**config.mk**
```make
export PLATFORM = sky130hd
export DESIGN_NAME = fspa_queue
export DESIGN_NICKNAME = d
export VERILOG_FILES = /design/src/hw/rtl/fspa_queue.sv
export SDC_FILE = /design/constraint.sdc
export NUM_CORES = 1
export LEC_CHECK = 0
export BUFFER_PORTS_ARGS = -buffer_cell sky130_fd_sc_hd__buf_2
export CORE_AREA = 2 2 39 41
export CTS_BUF_LIST = sky130_fd_sc_hd__clkbuf_16
export DETAILED_ROUTE_END_ITERATION = 10
export DIE_AREA = 0 0 41 43
export PLACE_DENSITY = 0.45
export SYNTH_ARGS = -nofsm -noshare
export SYNTH_HDL_FRONTEND = slang
export SYNTH_SLANG_ARGS = --single-unit
export TNS_END_PERCENT = 50
```
**constraint.sdc**
```tcl
create_clock -name i_clk -period 1.1 [get_ports i_clk]
set_input_delay 0.055 -clock i_clk [delete_from_list [all_inputs] [get_ports i_clk]]
set_output_delay 0.055 -clock i_clk [all_outputs]
set_load 0.02 [all_outputs]
```
**src/hw/rtl/fspa_queue.sv**
```systemverilog
module fspa_queue #(
    parameter int DW = 1,
    localparam int DEPTH = 2,
    localparam int PW = $clog2(DEPTH),
    localparam int CW = $clog2(DEPTH + 1)
) (
    input  logic          i_clk,
    input  logic          i_rst_n,
    input  logic          i_push,
    input  logic [DW-1:0] i_wdata,
    output logic          o_ready,
    input  logic          i_pop,
    output logic          o_valid,
    output logic [DW-1:0] o_rdata
);

    logic [DW-1:0] r_word [DEPTH];
    logic [PW-1:0] r_wp, n_wp;
    logic [PW-1:0] r_rp, n_rp;
    logic [CW-1:0] r_cnt, n_cnt;

    always_comb begin
        n_wp  = r_wp;
        n_rp  = r_rp;
        n_cnt = r_cnt;
        if (i_push) begin
            n_wp = r_wp + 1'b1;
        end
        if (i_pop) begin
            n_rp = r_rp + 1'b1;
        end
        if (i_push && !i_pop) begin
            n_cnt = r_cnt + 1'b1;
        end else if (i_pop && !i_push) begin
            n_cnt = r_cnt - 1'b1;
        end
    end

    always_ff @(posedge i_clk) begin
        if (!i_rst_n) begin
            r_wp  <= '0;
            r_rp  <= '0;
            r_cnt <= '0;
        end else begin
            r_wp  <= n_wp;
            r_rp  <= n_rp;
            r_cnt <= n_cnt;
        end
    end

    always_ff @(posedge i_clk) begin
        if (i_push) begin
            r_word[r_wp] <= i_wdata;
        end
    end

    assign o_ready = r_cnt != CW'(DEPTH);
    assign o_valid = r_cnt != '0;
    assign o_rdata = r_word[r_rp];

endmodule

```
### Word level (Yosys, flattened, before mapping)

Memories as Yosys holds them, arrays and structs flattened. A register that Yosys moved wholly into a read port is not among the register bits.
Index checks and enable logic that the tools add are counted.

* memories kept: 1
* memory bits (writable): 2
* output and inout bits: 3
* latch bits: 0
* bits in registers: 4
* word-level logic and storage cells: 21
* bits in read-only memories: 0
* input bits: 5

Memory list
* r_word: depth 2, width 1, rd ports 1, clocked after Yosys merged registers in 1, wr ports 1, RTL line 17 `logic [DW-1:0] r_word [DEPTH];`

* divide/modulo/power cells: 0
* bitwise logic cells: 0
* $mul: 0
* $lt $le $gt $ge: 0
* equal/unequal tests: 1
* reductions and logical operators: 6
* add/subtract/negate cells: 4
* shift operators: 0
* muxes and demuxes: 6

Operators with widths (count)
* $mux W1: 4
* $mux W2: 2
* $reduce_bool A2 Y1: 2
* $add A1 B1 Y1 const B: 2
* $add A2 B1 Y2 const B: 1
* $logic_and A1 B1 Y1: 2
* $logic_not A1 Y1: 2
* $ne A2 B2 Y1 const B: 1
* $sub A2 B1 Y2 const B: 1

### Longest topological paths before layout

Gate-level depths: netlist (run 1).

* word-level depth: 4
* mapped depth: 5
* depth with buffers taken out: 5

### Worst setup path before layout (run 1)

No wires, ideal clock.

* kind: register -> register
* from: reg r_cnt[0]
* to: reg r_cnt[1]
* stages on the path, launching flop included: 4
* data required time: 1.030 ns
* arrival: 0.891 ns
* slack: 0.139 ns
* setup time: 0.070 ns
* clock period less this slack: 0.961 ns
* buffers on the path: 0
* path through: dfxtp_1 xor2_1 or3_1 a21boi_1

* word-level cells in the longest chain between the ends: 3
* elaborated cells on any way between the ends: 4
* classes of those cells: 2 x add/sub; 2 x mux

Ends and longest elaborated chain
* start: declaration: RTL line 20 `logic [CW-1:0] r_cnt, n_cnt;`
* start signal: assignment: RTL line 47 `r_cnt <= n_cnt;`
* $sub A2 B1 Y2: RTL line 35 `n_cnt = r_cnt - 1'b1;`
* $mux W2: RTL line 34 `end else if (i_pop && !i_push) begin`
* $mux W2 *: RTL line 32 `if (i_push && !i_pop) begin`

Mark *: on every way between the ends. The rest lies on a longest branch, timed or not. The select of a mux whose other input is x is not followed.
A chain may end at the register's enable or synchronous reset.

==> results of run 1 <==
[final cells by class]
cell class / count / area share
sequential: 7 / 0.378
clock inverter: 1 / 0.00885
multi-input combinational: 17 / 0.298
inverter: 1 / 0.00885
clock buffer: 3 / 0.177
timing repair buffer: 7 / 0.0826
tap: 16 / 0.0472
[metal layers]
metal,vias to the layer above,part of all wire,wire (µm)
met4,0,0.023,10
met1,85,0.41,180
met5,-,0,0
met3,2,0.071,31
li1,104,-,-
met2,6,0.49,213
[cell usage in the layout, fill, tap and decap left out, drive strengths merged]
cell	synthesis	routed
mux2	1	1
or2	1	1
inv	1	2
xnor2	1	1
ha	1	1
o21a	1	1
a21boi	1	1
edfxtp	2	2
or3	1	1
nor2b	2	2
o21ai	1	1
buf	0	7
clkbuf	0	3
dfxtp	5	5
nand2b	1	1
xor2	2	2
and2	4	4
[power by group]
| part | switching [mW] | leakage [nW] | internal, mW |
|---|---|---|---|
| Clock | 0.134 | 0.0423 | 0.472 |
| Combinational | 0.0570 | 0.0865 | 0.0592 |
| Sequential | 0.0154 | 0.0604 | 0.293 |
| Total | 0.206 | 0.189 | 0.825 |
[cells in the mapped netlist]
cell type / number
mux2_2: 1
and2_1: 4
a21boi_1: 1
dfxtp_1: 5
o21ai_0: 1
inv_1: 1
ha_1: 1
or2_2: 1
xnor2_1: 1
xor2_1: 2
or3_1: 1
nor2b_1: 2
edfxtp_1: 2
o21a_1: 1
nand2b_1: 1
[how the worst max path moves through the flow]
stage / from / end / slack, ns / cells past startpoint
floorplan: r_cnt[0]$_SDFFE_PN0P_ / r_cnt[1]$_SDFFE_PN0P_ / 0.14 / 3
global placement: i_push / r_cnt[1]$_SDFFE_PN0P_ / 0.06 / 4
detailed placement: i_push / r_cnt[1]$_SDFFE_PN0P_ / 0.03 / 4
CTS: flop / o_rdata / 0.02 / 2
global route: flop / o_rdata / 0.005 / 2
finish: flop / o_rdata / 0.03 / 2
[kinds of logic (layout without fill, tap and decap cells)]
group / count (synthesis) / after routing / synth area share
muxes: 1 / 1 / 0.0388
DFF: 7 / 7 / 0.552
AOI/OAI and AO/OA: 3 / 3 / 0.0690
buffers and inverters: 1 / 12 / 0.0129
adders and majority gates: 1 / 1 / 0.0431
xor gates and xnor gates: 3 / 3 / 0.0905
and+or+nand+nor: 9 / 9 / 0.194
==> reports/summary.txt, run 1 <==
top achievable clock speed: 0.933 GHz
Tcrit/Tclk final: 0.974
Die Span X: 41 µm
WL/cell: 8.38 µm
global-route wire length before repair: 710 µm
Post-Place Worst Slack: 0.0341 ns
P per Cell Area: 2430 mW/mm²
Top delay family on crit path: multiplexers
Least-Margin Pin Slew: 0.165 ns
busiest grt layer: met4
post-synthesis sequential area ratio: 0.552
Initial DRT Pass Iterations: 2
Clk pin slew, worst setup/hold paths: 0.04 ns
initial antenna violation count: 0
Nets: 43
Hold Crit Endpoint: r_word[1]$_DFFE_PP_
final hold slack: 0.0145 ns
global route overflow: 0
max_cap viols: 0
met1 usage: 0.0554
CP peak stage delay: 0.32 ns
Unique masters post-synth: 15
area of the multi-input gates: 126 µm²
vias in the first global route: 185
Post-Route WL: 436 µm
data arrival time of the critical path: 1.02 ns
via count: 197
die footprint: 0.00176 mm²
all-layer global routing usage: 0.0716
Placer Congestion: 0.617
setup ws final: 0.0286 ns
reg2reg path depth: 3
syn nets: 31
Area contributors post-synth: dfxtp_1 34%, edfxtp_1 21%, and2_1 8.6%, xor2_1 6.0%, ha_1 4.3%
CTS buffer count: 3
CTS hold repair buffers: 0
Ys Warns: 0
Post-Route Setup TNS: 0 ns
CTS resizes: 0
Clock Skew: 0.00140 ns
Critical Path Fanout Max: 1
Hold WC Path Type: input pin to flop
Ports: 8
Final Critical Period: 1.07 ns
Area growth, synth to finish: 46.1%
clock root cell: clkbuf_16
CP Launch Type: flop
Lkg Pwr: 0.189 nW
# port buffers: 7
post-CTS setup buffer count: 0
total number of H-tree levels: 1
reg2reg setup slack: 0.09 ns
Power, Total: 1.03 mW
crit path cell chain: mux2_2 -> buf_2
Seq cells post-synth: 7
WS Path Type: flop to primary output
Final Hold Fails: 0
Peak supply drop: 0.993 mV
non-filler cells, final: 52
clk sink count: 7
Yosys top cell by area: dfxtp_1
Fillers: 149
DR iter-0 viols: 4
worst reg2reg path startpoint: r_cnt[0]$_SDFFE_PN0P_
worst reg2reg endpoint: r_cnt[1]$_SDFFE_PN0P_
n_diodes: 0
vias per cell: 3.79
hold path cells: 1
CP max-delay cell: mux2_2
worst skew pair latency: 0.23 ns
# setup viols final: 0
RSZ-0062 raised after global routing: false
CP bufs+invs: 1
detailed-route DRC error count: 0
mean post-synth cell area: 11.6 µm²
max_slew headroom: 0.890
Bufs on Longest Clock Path: 2
placed instance count: 48
Post-Syn Area: 290 µm²
Worst Setup End Kind: primary output
synthesized instance count: 25
pin count of the biggest net entering global routing: 6
placed instance area: 345 µm²
Initial Utilization: 0.210
fraction of layout cells with a size suffix above 1: 0.333
Die H: 43 µm
Final Util: 0.307
GR Util met2: 0.0906
share of the synthesized area in the top cell type: 0.345
Cell Rows: 14
Hold Startpoint: i_wdata
Core Box Area: 0.00138 mm²
grt met3 use: 0.0524
Final ANT Viol Nets: 0
FF+latch area: 160 µm²
Pins Over Slew Limit: 0
Finished Cell Area: 424 µm²
DP Wirelength: 331 µm
WP data required: 1.04 ns
CTS tree: done
outcome: finished clean
Note: power is estimated with default switching activity, not from simulation.
==> inputs of run 2 (changes only) <==
- ABC_AREA: unset -> 1
- BUFFER_PORTS_ARGS: -buffer_cell sky130_fd_sc_hd__buf_2 -> -buffer_cell sky130_fd_sc_hd__clkbuf_2
- CAP_MARGIN: unset -> 20
- PLACE_DENSITY: 0.45 -> 0.46
==> reports/summary.txt, run 2 <==
global route overflow: 0 (unchanged)
fraction of layout cells with a size suffix above 1: 0.265 (was 0.333)
Placer Congestion: 0.627 (was 0.617)
max_slew headroom: 0.903 (was 0.890)
WL met1: 204 µm (was 180 µm)
WL/cell: 7.42 µm (was 8.38 µm)
most frequent cell after synthesis: nand2_1 (was dfxtp_1)
synth cell count leaders: 9 x nand2_1, 7 x inv_1, 7 x nor2_1 (was 5 x dfxtp_1, 4 x and2_1, 2 x edfxtp_1, 2 x nor2b_1, 2 x xor2_1)
Initial DRT Pass Iterations: 2 (unchanged)
Seq cells post-synth: 7 (unchanged)
Synth async-reset ratio: 0 (unchanged)
CP Launch Type: flop (unchanged)
Power, Total: 1.02 mW (was 1.03 mW)
EDFF count, synth: 2 (unchanged)
total number of H-tree levels: 1 (unchanged)
post-synthesis sequential area ratio: 0.531 (was 0.552)
top achievable clock speed: 0.952 GHz (was 0.933 GHz)
worst skew pair latency: 0.23 ns (about the same)
Yosys top cell by area: dfxtp_1 (unchanged)
Worst Setup End Kind: primary output (unchanged)
final hold slack: 0.0214 ns (was 0.0145 ns)
clk sink count: 7 (unchanged)
WS Path Type: flop to primary output (unchanged)
outcome: finished clean (unchanged)
RSZ-0062 raised after global routing: false (unchanged)
Final Util: 0.319 (was 0.307)
Unique masters post-synth: 13 (was 15)
max_cap viols: 0 (unchanged)
synthesized instance count: 38 (was 25)
CTS hold repair buffers: 0 (unchanged)
P per Cell Area: 2300 mW/mm² (was 2430 mW/mm²)
placed instance area: 357 µm² (was 345 µm²)
commonest non-fill, non-tap cell in the layout: nand2_1 (was buf_2)
Lkg Pwr: 0.231 nW (was 0.189 nW)
Most used DFF post-synth: dfxtp_1 (unchanged)
Post-Route Setup TNS: 0 ns (unchanged)
Least-Margin Pin Slew: 0.144 ns (was 0.165 ns)
Clk pin slew, worst setup/hold paths: 0.04 ns (about the same)
detailed-route DRC error count: 0 (unchanged)
WP data required: 1.04 ns (about the same)
Core Box Area: 0.00138 mm² (unchanged)
top sig layer: met3 (was met4)
Die H: 43 µm (unchanged)
met2 routed WL: 224 µm (was 213 µm)
Final ANT Viol Nets: 0 (unchanged)
Fillers: 151 (was 149)
Tcrit/Tclk final: 0.955 (was 0.974)
# port buffers: 7 (unchanged)
Clock Skew: 0.00151 ns (was 0.00140 ns)
die footprint: 0.00176 mm² (unchanged)
Peak supply drop: 0.865 mV (was 0.993 mV)
Post-Syn Area: 302 µm² (was 290 µm²)
vias in the first global route: 209 (was 185)
Post-Route WL: 482 µm (was 436 µm)
Hold WC Path Type: input pin to flop (unchanged)
Ys Warns: 0 (unchanged)
Die Span X: 41 µm (unchanged)
Finished Cell Area: 442 µm² (was 424 µm²)
Cell Rows: 14 (unchanged)
DP Wirelength: 380 µm (was 331 µm)
DR iter-0 viols: 3 (was 4)
syn nets: 44 (was 31)
all-layer global routing usage: 0.0806 (was 0.0716)
initial antenna violation count: 0 (unchanged)
mean post-synth cell area: 7.94 µm² (was 11.6 µm²)
CTS buffer count: 3 (unchanged)
pin count of the biggest net entering global routing: 6 (unchanged)
vias per cell: 3.77 (was 3.79)
data arrival time of the critical path: 1.00 ns (was 1.02 ns)
Area contributors post-synth: dfxtp_1 33%, edfxtp_1 20%, nand2_1 11%, inv_1 8.7%, nor2_1 8.7% (was dfxtp_1 34%, edfxtp_1 21%, and2_1 8.6%, xor2_1 6.0%, ha_1 4.3%)
Nets: 56 (was 43)
metal3 WL: 53 µm (was 31 µm)
Area growth, synth to finish: 46.5% (was 46.1%)
# setup viols final: 0 (unchanged)
via count: 245 (was 197)
CTS tree: done (unchanged)
Pins Over Slew Limit: 0 (unchanged)
global-route wire length before repair: 834 µm (was 710 µm)
Initial Utilization: 0.218 (was 0.210)
clock root cell: clkbuf_16 (unchanged)
n_diodes: 0 (unchanged)
Final Critical Period: 1.05 ns (was 1.07 ns)
Bufs on Longest Clock Path: 2 (unchanged)
Ports: 8 (unchanged)
Final Hold Fails: 0 (unchanged)
Critical Path Fanout Max: 1 (unchanged)
share of the synthesized area in the top cell type: 0.332 (was 0.345)
most frequent cells in the layout: 9 x nand2_1, 8 x inv_1, 7 x nor2_1 (was 7 x buf_2, 5 x dfxtp_1, 4 x and2_1)
-- run 2: cell count changes after synthesis, sizes merged, moves of 2 or more --
cell   delta
and2      -4
inv       +7
nand2    +10
nor2b     -2
nor2      +7
xor2      -2
-- run 2: path summary, 6_finish.rpt --
kind | from | to | slack [ns] | depth (start not counted)
worst max-delay path | flop | o_rdata | 0.05 | 2
worst min-delay path | i_wdata | r_word[0]$_DFFE_PP_ | 0.02 | 1
worst max register to register | r_cnt[0]$_SDFFE_PN0P_ | r_cnt[1]$_SDFFE_PN0P_ | 0.34 | 6
worst min register to register | r_rp$_SDFFE_PN0P_ | r_rp$_SDFFE_PN0P_ | 0.49 | 2
-- run 2: layout make-up --
cell class	instances	area, µm²	area share
tap	16	20.0	0.0453
clock buffer	3	75.1	0.170
sequential	7	160	0.363
timing repair buffer	7	41.3	0.0935
inverter	8	30.0	0.0680
multi-input combinational	23	111	0.252
clock inverter	1	3.75	0.00850
-- run 2: critical path, stage by stage (launching register included) --
cell	delay, ns
dfxtp_1	0.30
mux2_2	0.33
buf_6	0.13
-- run 2: cells by family (layout without fill, tap and decap cells) --
| logic type | count (synthesis) | in the layout | share of synthesized area |
|---|---|---|---|
| AO/OA/AOI/OAI | 2 | 2 | 0.0332 |
| adder cells (fa/ha/maj) | 1 | 1 | 0.0415 |
| buffers and inverters | 8 | 19 | 0.0996 |
| flip-flops | 7 | 7 | 0.531 |
| multiplexers | 1 | 1 | 0.0373 |
| AND/OR/NAND/NOR | 19 | 19 | 0.257 |
-- run 2: layer usage --
metal  up-vias  track usage
li1        141            -
met1        97       0.0844
met2         7       0.0906
met3         0       0.0995
met4         0       0.0400
met5         -            0
-- run 2: per-stage QoR --
step,cells,setup WS [ns]
2_1_floorplan,38,0.375
3_3_place_gp,61,0.211
3_5_place_dp,61,0.204
4_1_cts,65,0.0217
5_1_grt,65,0.00451
6_report,65,0.0497
-- run 2: where the power goes --
group          total, mW  switching [mW]  leakage (nW)  internal [mW]
clock              0.607           0.134        0.0423          0.472
combinational      0.109          0.0650         0.128         0.0444
sequential         0.300          0.0104        0.0605          0.289
total               1.02           0.210         0.231          0.806
-- run 2: repair_timing --
| action | in CTS | in global routing |
|---|---|---|
| endpoints found under the setup margin | 0 | 1 |
| buffers inserted | 0 | 0 |
| resized for setup | 0 | 3 |
