$ cat src/hw/rtl/fspa_pkg.sv
package fspa_pkg;

    localparam int ADDR_W         = 48;
    localparam int OBJ_W          = 17;
    localparam int UNIT_W         = 15;
    localparam int STAT_W         = 2;
    localparam int KIND_W         = 2;
    localparam int CFG_IDX_W      = 1;
    localparam int CFG_DATA_W     = 48;
    localparam int POOL_SLOTS_DEF = 1024;

    typedef enum logic [STAT_W-1:0] {
        ST_OK    = 2'd0,
        ST_EMPTY = 2'd1,
        ST_OOB   = 2'd2
    } t_status;

    typedef enum logic [CFG_IDX_W-1:0] {
        REG_BASE = 1'b0,
        REG_OBJ  = 1'b1
    } t_cfg_reg;

    typedef enum logic [KIND_W-1:0] {
        K_ALLOC = 2'd0,
        K_FREE  = 2'd1,
        K_OOB   = 2'd2
    } t_kind;

    typedef enum logic [2:0] {
        S_INIT,
        S_IDLE,
        S_ALLOC_FIN,
        S_DIV,
        S_FREE_FIN,
        S_REPLY
    } t_state;

endpackage

$ cat src/hw/rtl/fspa_if.sv
interface fspa_in_if import fspa_pkg::*; ();
    logic              valid;
    logic              ready;
    logic              mode;
    logic [ADDR_W-1:0] free_address;

    modport source (output valid, mode, free_address, input ready);
    modport sink (input valid, mode, free_address, output ready);
endinterface


$ cat src/hw/rtl/fspa_front.sv
module fspa_front import fspa_pkg::*; #(
    parameter int POOL_SLOTS = POOL_SLOTS_DEF,
    localparam int LW = $clog2(POOL_SLOTS + 1),
    localparam int SPAN_W = UNIT_W + LW
) (
    fspa_in_if.sink           i_in,
    input  logic [ADDR_W-1:0] i_base,
    input  logic [UNIT_W-1:0] i_units,
    input  logic              i_hold,
    input  logic              i_q_ready,
    output logic              o_push,
    output t_kind             o_kind,
    output logic [SPAN_W-1:0] o_offset
);

    logic [SPAN_W-1:0] span;
    logic [ADDR_W:0]   diff;
    logic [ADDR_W-4:0] unit_off;
    logic              too_far;

    // Pool span in units of eight bytes.
    assign span = SPAN_W'(i_units) * SPAN_W'(POOL_SLOTS);

    always_comb begin
        diff     = {1'b0, i_in.free_address} - {1'b0, i_base};
        unit_off = diff[ADDR_W-1:3];
        too_far  = unit_off >= (ADDR_W-3)'(span);
        priority if (!i_in.mode) begin
            o_kind = K_ALLOC;
        end else if (diff[ADDR_W] || too_far) begin
            o_kind = K_OOB;
        end else begin
            o_kind = K_FREE;
        end
    end

    assign i_in.ready = !i_hold && i_q_ready;
    assign o_push     = i_in.valid && i_in.ready;
    assign o_offset   = unit_off[SPAN_W-1:0];

endmodule

$ cat src/flat_wrapper.sv
// flat-port wrapper written by rule: the top's interface ports become plain ports
module fspa_front_flat import fspa_pkg::*;
#(
    parameter int POOL_SLOTS = POOL_SLOTS_DEF,
    localparam int LW = $clog2(POOL_SLOTS + 1),
    localparam int SPAN_W = UNIT_W + LW
)
  (i_base, i_units, i_hold, i_q_ready, o_push, o_kind, o_offset, i_in_valid, i_in_mode, i_in_free_address, i_in_ready);
  fspa_in_if i_in_i ();
  input  logic [ADDR_W-1:0] i_base;
  input  logic [UNIT_W-1:0] i_units;
  input  logic i_hold;
  input  logic i_q_ready;
  output logic o_push;
  output t_kind o_kind;
  output logic [SPAN_W-1:0] o_offset;
  input wire logic [$bits(i_in_i.valid)-1:0] i_in_valid;
  input wire logic [$bits(i_in_i.mode)-1:0] i_in_mode;
  input wire logic [$bits(i_in_i.free_address)-1:0] i_in_free_address;
  output wire logic [$bits(i_in_i.ready)-1:0] i_in_ready;
  assign i_in_i.valid = i_in_valid;
  assign i_in_i.mode = i_in_mode;
  assign i_in_i.free_address = i_in_free_address;
  assign i_in_ready = i_in_i.ready;
  fspa_front #(.POOL_SLOTS(POOL_SLOTS)) u_core (.i_in(i_in_i), .i_base(i_base), .i_units(i_units), .i_hold(i_hold), .i_q_ready(i_q_ready), .o_push(o_push), .o_kind(o_kind), .o_offset(o_offset));
endmodule
$ cat config.mk
export PLATFORM = sky130hd
export DESIGN_NAME = fspa_front_flat
export DESIGN_NICKNAME = d
export VERILOG_FILES = /design/src/hw/rtl/fspa_pkg.sv /design/src/hw/rtl/fspa_if.sv /design/src/hw/rtl/fspa_front.sv /design/src/flat_wrapper.sv
export SDC_FILE = /design/constraint.sdc
export NUM_CORES = 1
export LEC_CHECK = 0
export BUFFER_PORTS_ARGS = -buffer_cell sky130_fd_sc_hd__buf_2
export CORE_MARGIN = 10
export CORE_UTILIZATION = 47
export DETAILED_ROUTE_END_ITERATION = 7
export PLACE_DENSITY = 0.81
export SYNTH_ARGS = -nofsm -noshare
export SYNTH_HDL_FRONTEND = slang
export SYNTH_SLANG_ARGS = --single-unit
$ cat constraint.sdc
create_clock -name vclk -period 6.7
set_clock_uncertainty 0.2 [all_clocks]
set_input_delay 1.34 -clock vclk [all_inputs]
set_output_delay 1.34 -clock vclk [all_outputs]
set_load 0.1 [all_outputs]
# Yosys cells after proc, flatten, opt, wreduce, memory -nomap -nowiden
# Index checks and enable logic that the tools add are counted.
# op_classes
eq_ne	0
n_div	0
muxes	2
magnitude_cmp	1
addsub	1
n_mul	0
bitwise	0
shift	0
reduce_logical	4
# op_table
cell	n
subtractor 48 x 48 -> 49 bit	1
>= comparator 45 x 25 -> 1 bit	1
2-to-1 mux 2 bit	2
logical AND 1 bit	2
logical NOT 1 bit	1
logical OR 1 bit	1
# word_totals
mem_bits_rw	0
romBits	0
latchBits	0
in_bits	115
output_inout_bits	30
reg_bits	0
mem_count	0
word_cells	8

# Longest topological paths before layout
# Gate-level depths: netlist (run 1).
# logic_depth
ltp_word	5
depth_mapped	23
mapped_depth_nobuf	22

# Least setup slack after synthesis (run 1)
# OpenSTA, ideal clock, no wires.
# synth_timing
kind	input to output
start	input port i_base[10]
end	output port o_kind[0]
n_path_buf	1
cell_stages	21
arrival_ns	9.549
setup_slack_ns	-4.389
required_ns	5.160
path_cell_list	inv_1 -> ha_1 -> clkbuf_1 -> nand4_2 -> nor4_1 -> o311ai_1 -> and2_1 -> nor2_1 -> a21oi_1 -> xnor2_1 -> ha_1 -> nand4_1 -> inv_1 -> a22oi_1 -> a31oi_1 -> a2111o_1 -> nor4_1 -> nand4_1 -> nor4_1 -> nand4_1 -> nor4_1
# synth_between
elab_chain_cells	5
# synth_rtl
element	line	text
start, declared	flat_wrapper.sv:10	input logic [ADDR_W-1:0] i_base;
subtractor 48 x 48 -> 49 bit	fspa_front.sv:25	diff = {1'b0, i_in.free_address} - {1'b0, i_base};
net o_offset[19]	flat_wrapper.sv:16	output logic [SPAN_W-1:0] o_offset;
>= comparator 45 x 25 -> 1 bit	fspa_front.sv:27	too_far = unit_off >= (ADDR_W-3)'(span);
logical OR 1 bit	fspa_front.sv:30	end else if (diff[ADDR_W] || too_far) begin
2-to-1 mux 2 bit	fspa_front.sv:30	
2-to-1 mux 2 bit	fspa_front.sv:28	priority if (!i_in.mode) begin
end, declared	flat_wrapper.sv:15	output t_kind o_kind;
# The timed path passes the listed nets, and every way through them passes these cells.

# Worst setup path in the final report (run 1)
# layout_timing
start	input port i_base[8]
end	output port o_kind[0]
# layout_between
elab_chain_cells	5
# layout_rtl
element	line
subtractor 48 x 48 -> 49 bit *	fspa_front.sv:25
>= comparator 45 x 25 -> 1 bit	fspa_front.sv:27
logical OR 1 bit *	fspa_front.sv:30
2-to-1 mux 2 bit *	fspa_front.sv:30
2-to-1 mux 2 bit *	fspa_front.sv:28
# Mark *: on every way between the ends. The rest lies on a longest branch, timed or not.

==> results of run 1 <==
-- area by class of cell --
cell class	instances	area share [%]
tap	99	2.04
timing repair buffer	255	27.0
multi-input combinational	468	66.1
inverter	77	4.87
-- worst min-delay path by stage --
stage               depth (start not counted)  slack [ns]        end      start
floorplan                                   2        2.69  o_kind[0]  i_in_mode
global placement                            3        2.87  o_kind[1]  i_in_mode
detailed placement                          3        2.87  o_kind[1]  i_in_mode
CTS                                         3        2.87  o_kind[1]  i_in_mode
global route                                3        2.89  o_kind[1]  i_in_mode
finish                                      3        2.87  o_kind[1]  i_in_mode
-- cells in the final DEF (no fill, tap or decap), types with 13 or more instances in the layout --
cell type  count
o21ai_1       13
o21ai_0       23
ha_4          14
nand2_1       51
nand4_1       23
a21oi_1       46
buf_4        107
ha_1          45
inv_1         67
buf_2        135
a21o_1        16
nor2_1        30
-- metrics by stage --
step | util [%] | power, mW | area, um2 | setup WS, ns | std cells
after floorplan | - | 0.646 | 4170 | -1.08 | 566
after global placement | 77.0 | 0.881 | 5670 | -0.593 | 889
after detailed placement | 77.0 | 0.893 | 5670 | -0.754 | 889
after CTS | 79.0 | 0.915 | 5820 | -0.579 | 893
after global routing | 82.6 | 1.02 | 6090 | -0.705 | 899
final | 82.6 | 0.965 | 6090 | -0.491 | 899
-- cell families after synthesis --
group,Yosys count,share of synthesized area (%)
muxes,2,0.553
adders and majority gates,62,21.4
and+or+nand+nor,177,24.5
xor gates and xnor gates,28,6.77
buffers and inverters,98,10.3
AOI/OAI and AO/OA,199,36.5
-- power groups by stage --
stage | logic, mW | registers, mW | clock network [mW]
6_report | 0.965 | 0 | 0
5_1_grt | 1.02 | 0 | 0
4_1_cts | 0.915 | 0 | 0
3_5_place_dp | 0.893 | 0 | 0
3_3_place_gp | 0.881 | 0 | 0
2_1_floorplan | 0.646 | 0 | 0
-- tightest hold or removal path: cells and delay by family --
kind	cells	cell delay, ns
buffers and inverters	2	0.27
AOI/OAI and AO/OA	1	0.12
-- what timing repair did --
item	CTS	global route
resized for setup	20	52
pin swaps	14	27
buffers inserted	4	8
endpoints found under the setup margin	2	2
-- layer usage --
metal  vias up  share of wire, %  GRT usage, %
met2       304                50          45.1
met3        30               9.4          4.55
met4         0               1.6          2.48
met1      2457                39          31.2
met5         -                 0             0
li1       2541                 -             -
==> flow_metrics.py, run 1 <==
metrics = {
    "cells_and_area": {
        "syn2layout_area_growth_pct": 68.1,
        "antenna-diode-count": 0,
        "nFillCells": 509,
        "nClkBuffers": 0,
        "nFlopsAndLatches": 0,
        "seq_area_um2": 0,
        "nets": 979,
        "multi_input_area_mm2": 0.00402,
        "drive_gt1_share_pct": 44.9,
    },
    "worst_hold_path": {
        "hp-class": "in2out",
    },
    "global_routing": {
        "first_global_vias": 5202,
        "grt_use_total_pct": 25.1,
        "grt_max_degree": 13,
        "grt_overflow_total": 0,
        "antenna_found_initial": 0,
        "grt_pass1_wl_um": 25000,
    },
    "timing": {
        "timing.final.crit_share_pct": 107,
        "setup-violations-final": 2,
        "finalHoldViolations": 0,
        "layout_min_cycle_time_ns": 7.19,
        "final_max_slew_viol_count": 0,
        "fin_tns_setup_ns": -0.968,
        "worst_pin_slew_ns": 0.591,
        "slew_headroom_pct": 60.0,
        "max_freq_ghz": 0.139,
        "grt_setup_unrepaired": "true",
        "fin_hold_ws_ns": 2.87,
        "setup_slack_ns": -0.491,
    },
    "power_and_ir_drop": {
        "clkPwrFrac_pct": 0,
        "ir_worst_vdd_mv": 0.219,
        "switching_share_pct": 65.0,
        "p_int_mw": 0.337,
        "pwr-share-seq_pct": 0,
        "power_frac_comb_pct": 100.0,
        "leakage_nw": 2.95,
        "p_switching_mw": 0.628,
        "powerDensity_mw_per_mm2": 159,
    },
    "critical_path": {
        "crit_chain": "buf_2 > inv_1 > ha_2 > and3_1 > nand2_1 > o21ai_1 > nor2_1 > o21ba_2 > nor4_2 > nor2_1 > xnor2_4 > ha_1 > nand4_1 > inv_1 > a22oi_2 > a31oi_2 > a2111o_1 > nor4_2 > nand4_1 > nor4_2 > nand4_1 > buf_4 > nor4_4 > buf_12",
        "cp_max_fo": 5,
        "cp-start-kind": "input pin",
        "critPathMaxStageDelay_ns": 0.40,
        "path_class": "in2out",
        "crit_start": "i_base[8]",
        "path_buf_inv": 5,
        "crit_slowest_cell": "ha_2",
        "cp-endpoint": "o_kind[0]",
        "cp.required_ns": 5.16,
        "cp.arrival_ns": 5.65,
        "critPathTopFamily": "simple AND/OR/NAND/NOR gates",
        "cp.depth": 24,
        "cp-end-kind": "primary output",
    },
    "route": {
        "drt-total-wl_um": 16400,
        "drt_iter0_drc": 393,
        "viasPerCell": 5.93,
        "vias": 5332,
        "drc_errors": 0,
        "first_pass_iters": 5,
        "wire_per_inst_um": 18.2,
        "final_antenna_net_count": 0,
    },
    "synth": {
        "synth_area_mm2": 0.00362,
        "synthTopCellsByCount": "inv_1, ha_1, a21oi_1",
        "syn_inst": 566,
        "syn_nets": 743,
        "synth_cell_types": 65,
        "yosys.area.top_type_share_pct": 21.4,
        "synth_area_per_cell_um2": 6.40,
        "synth_warnings": 0,
        "ys_seq_area_share_pct": 0,
        "yosysMostFrequentCell": "inv_1",
        "yosysTopAreaCell": "ha_1",
        "ys_top_cells_by_area": "ha_1, a21oi_1, inv_1",
    },
    "place": {
        "dp_hpwl_um": 13200,
        "gp_congestion": 0.987,
        "io_buffers": 145,
    },
    "floorplanning": {
        "dieArea_mm2": 0.0116,
        "rows": 31,
        "ioPinCount": 145,
        "die-width_um": 108,
        "core_mm2": 0.00737,
        "fp.dieH_um": 108,
        "start_util_pct": 49.1,
    },
    "status": {
        "status": "finished, violations left",
        "failed_checks": "negative setup slack",
    },
    "job": {
        "max_cap_viol_count": 0,
    },
    "clock_tree": {
        "cts_hold_buf": 0,
    },
}
No activity file was read; power rests on OpenSTA's default activity.
==> run 2: changes to the inputs <==
- CELL_PAD_IN_SITES_DETAIL_PLACEMENT: unset -> 2
- CELL_PAD_IN_SITES_GLOBAL_PLACEMENT: unset -> 2
- CORE_UTILIZATION: 47 -> 23
- PLACE_DENSITY: 0.81 -> unset
- PLACE_DENSITY_LB_ADDON: unset -> 0.1
==> flow_metrics.py, run 2 (synthesis gave the netlist of run 1 again) <==
metrics = {
    "floorplanning": {
        "rows": 45,
        "start_util_pct": 23.6,
        "die-width_um": 145,
        "core_mm2": 0.0153,
        "dieArea_mm2": 0.0212,
        "ioPinCount": 145,
        "fp.dieH_um": 145,
    },
    "timing": {
        "grt_setup_unrepaired": "true",
        "timing.final.crit_share_pct": 110,
        "fin_tns_setup_ns": -1.40,
        "fin_hold_ws_ns": 2.87,
        "finalHoldViolations": 0,
        "setup-violations-final": 2,
        "slew_headroom_pct": 64.9,
        "layout_min_cycle_time_ns": 7.40,
        "final_max_slew_viol_count": 0,
        "max_freq_ghz": 0.135,
        "worst_pin_slew_ns": 0.523,
        "setup_slack_ns": -0.703,
    },
    "critical_path": {
        "cp-start-kind": "input pin",
        "cp.arrival_ns": 5.86,
        "cp_max_fo": 4,
        "cpMostUsedCell": "nand4_1",
        "cp-end-kind": "primary output",
        "path_class": "in2out",
        "cp.required_ns": 5.16,
        "critPathMaxStageDelay_ns": 0.51,
        "crit_slowest_cell": "or4_4",
        "crit_start": "i_base[5]",
    },
    "cells_and_area": {
        "nets": 1016,
        "nFlopsAndLatches": 0,
        "nClkBuffers": 0,
        "seq_area_um2": 0,
        "drive_gt1_share_pct": 46.7,
        "final_util_pct": 42.1,
        "final_cells": 1048,
        "mostFrequentLayoutCell": "buf_4",
        "layout_common_cells": "buf_4, buf_2, inv_1, nand2_1, ha_1",
        "antenna-diode-count": 0,
        "syn2layout_area_growth_pct": 78.2,
        "nFillCells": 1828,
        "multi_input_area_mm2": 0.00395,
        "final_area_mm2": 0.00645,
    },
    "power_and_ir_drop": {
        "p_total_mw": 1.01,
        "ir_worst_vdd_mv": 0.106,
        "leakage_nw": 3.13,
        "powerDensity_mw_per_mm2": 157,
    },
    "route": {
        "final_antenna_net_count": 0,
        "first_pass_iters": 4,
        "drt_iter0_drc": 184,
        "viasPerCell": 5.11,
        "vias": 5355,
        "drt-total-wl_um": 20100,
        "wire_per_inst_um": 19.2,
        "drc_errors": 0,
    },
    "global_routing": {
        "grt_pass1_wl_um": 33200,
        "grt_max_degree": 12,
        "grt_overflow_total": 0,
        "grt_use_total_pct": 18.3,
        "first_global_vias": 6223,
        "antenna_found_initial": 0,
    },
    "place": {
        "dp_slack_ns": -1.08,
        "dp_hpwl_um": 17000,
        "gp_congestion": 0.835,
        "place_area_mm2": 0.00604,
        "io_buffers": 145,
        "placed_cells": 1035,
    },
    "job": {
        "max_cap_viol_count": 0,
    },
    "worst_hold_path": {
        "hp-class": "in2out",
        "min_from": "i_in_mode",
    },
    "clock_tree": {
        "cts_hold_buf": 0,
    },
    "status": {
        "failed_checks": "negative setup slack",
        "status": "finished, violations left",
    },
}
run 2: changes by cell type in the layout (fill, tap and decap cells not counted), sizes merged:
cell / before / now
buf: 255 / 292
run 2: worst paths after layout:
kind | endpoint | slack, ns | cells after the start
setup / recovery | o_kind[0] | -0.70 | 25
hold / removal | o_kind[1] | 2.87 | 3
run 2: cell type report:
cell class,count,area share [%]
Inverter,77,4.60
Tap cell,211,4.09
Multi-Input combinational cell,468,61.3
Timing Repair Buffer,292,30.0
run 2: worst max-delay path, delay by kind of cell:
kind	cells	cell delay (ns)
AND/OR/NAND/NOR	12	2.65
AO/OA/AOI/OAI	5	0.63
buffers and inverters	5	0.59
adder cells (fa/ha/maj)	2	0.55
XOR/XNOR	1	0.11
run 2: power by group:
part | internal (mW) | switching (mW) | total (mW)
clock | 0 | 0 | 0
combinational | 0.365 | 0.647 | 1.01
sequential | 0 | 0 | 0
total | 0.365 | 0.647 | 1.01
run 2: repair_timing:
item,CTS,global route
pin swaps,27,11
hold endpoints to repair,0,0
endpoints found under the setup margin,2,2
resized for setup,55,7
setup buffers,10,3
run 2: routing by layer:
metal | vias up | GRT usage, % | share of wire, %
li1 | 2610 | - | -
met1 | 2625 | 22.1 | 43
met2 | 103 | 35.0 | 53
met3 | 17 | 1.68 | 3.1
met4 | 0 | 1.97 | 1.0
met5 | - | 0 | 0
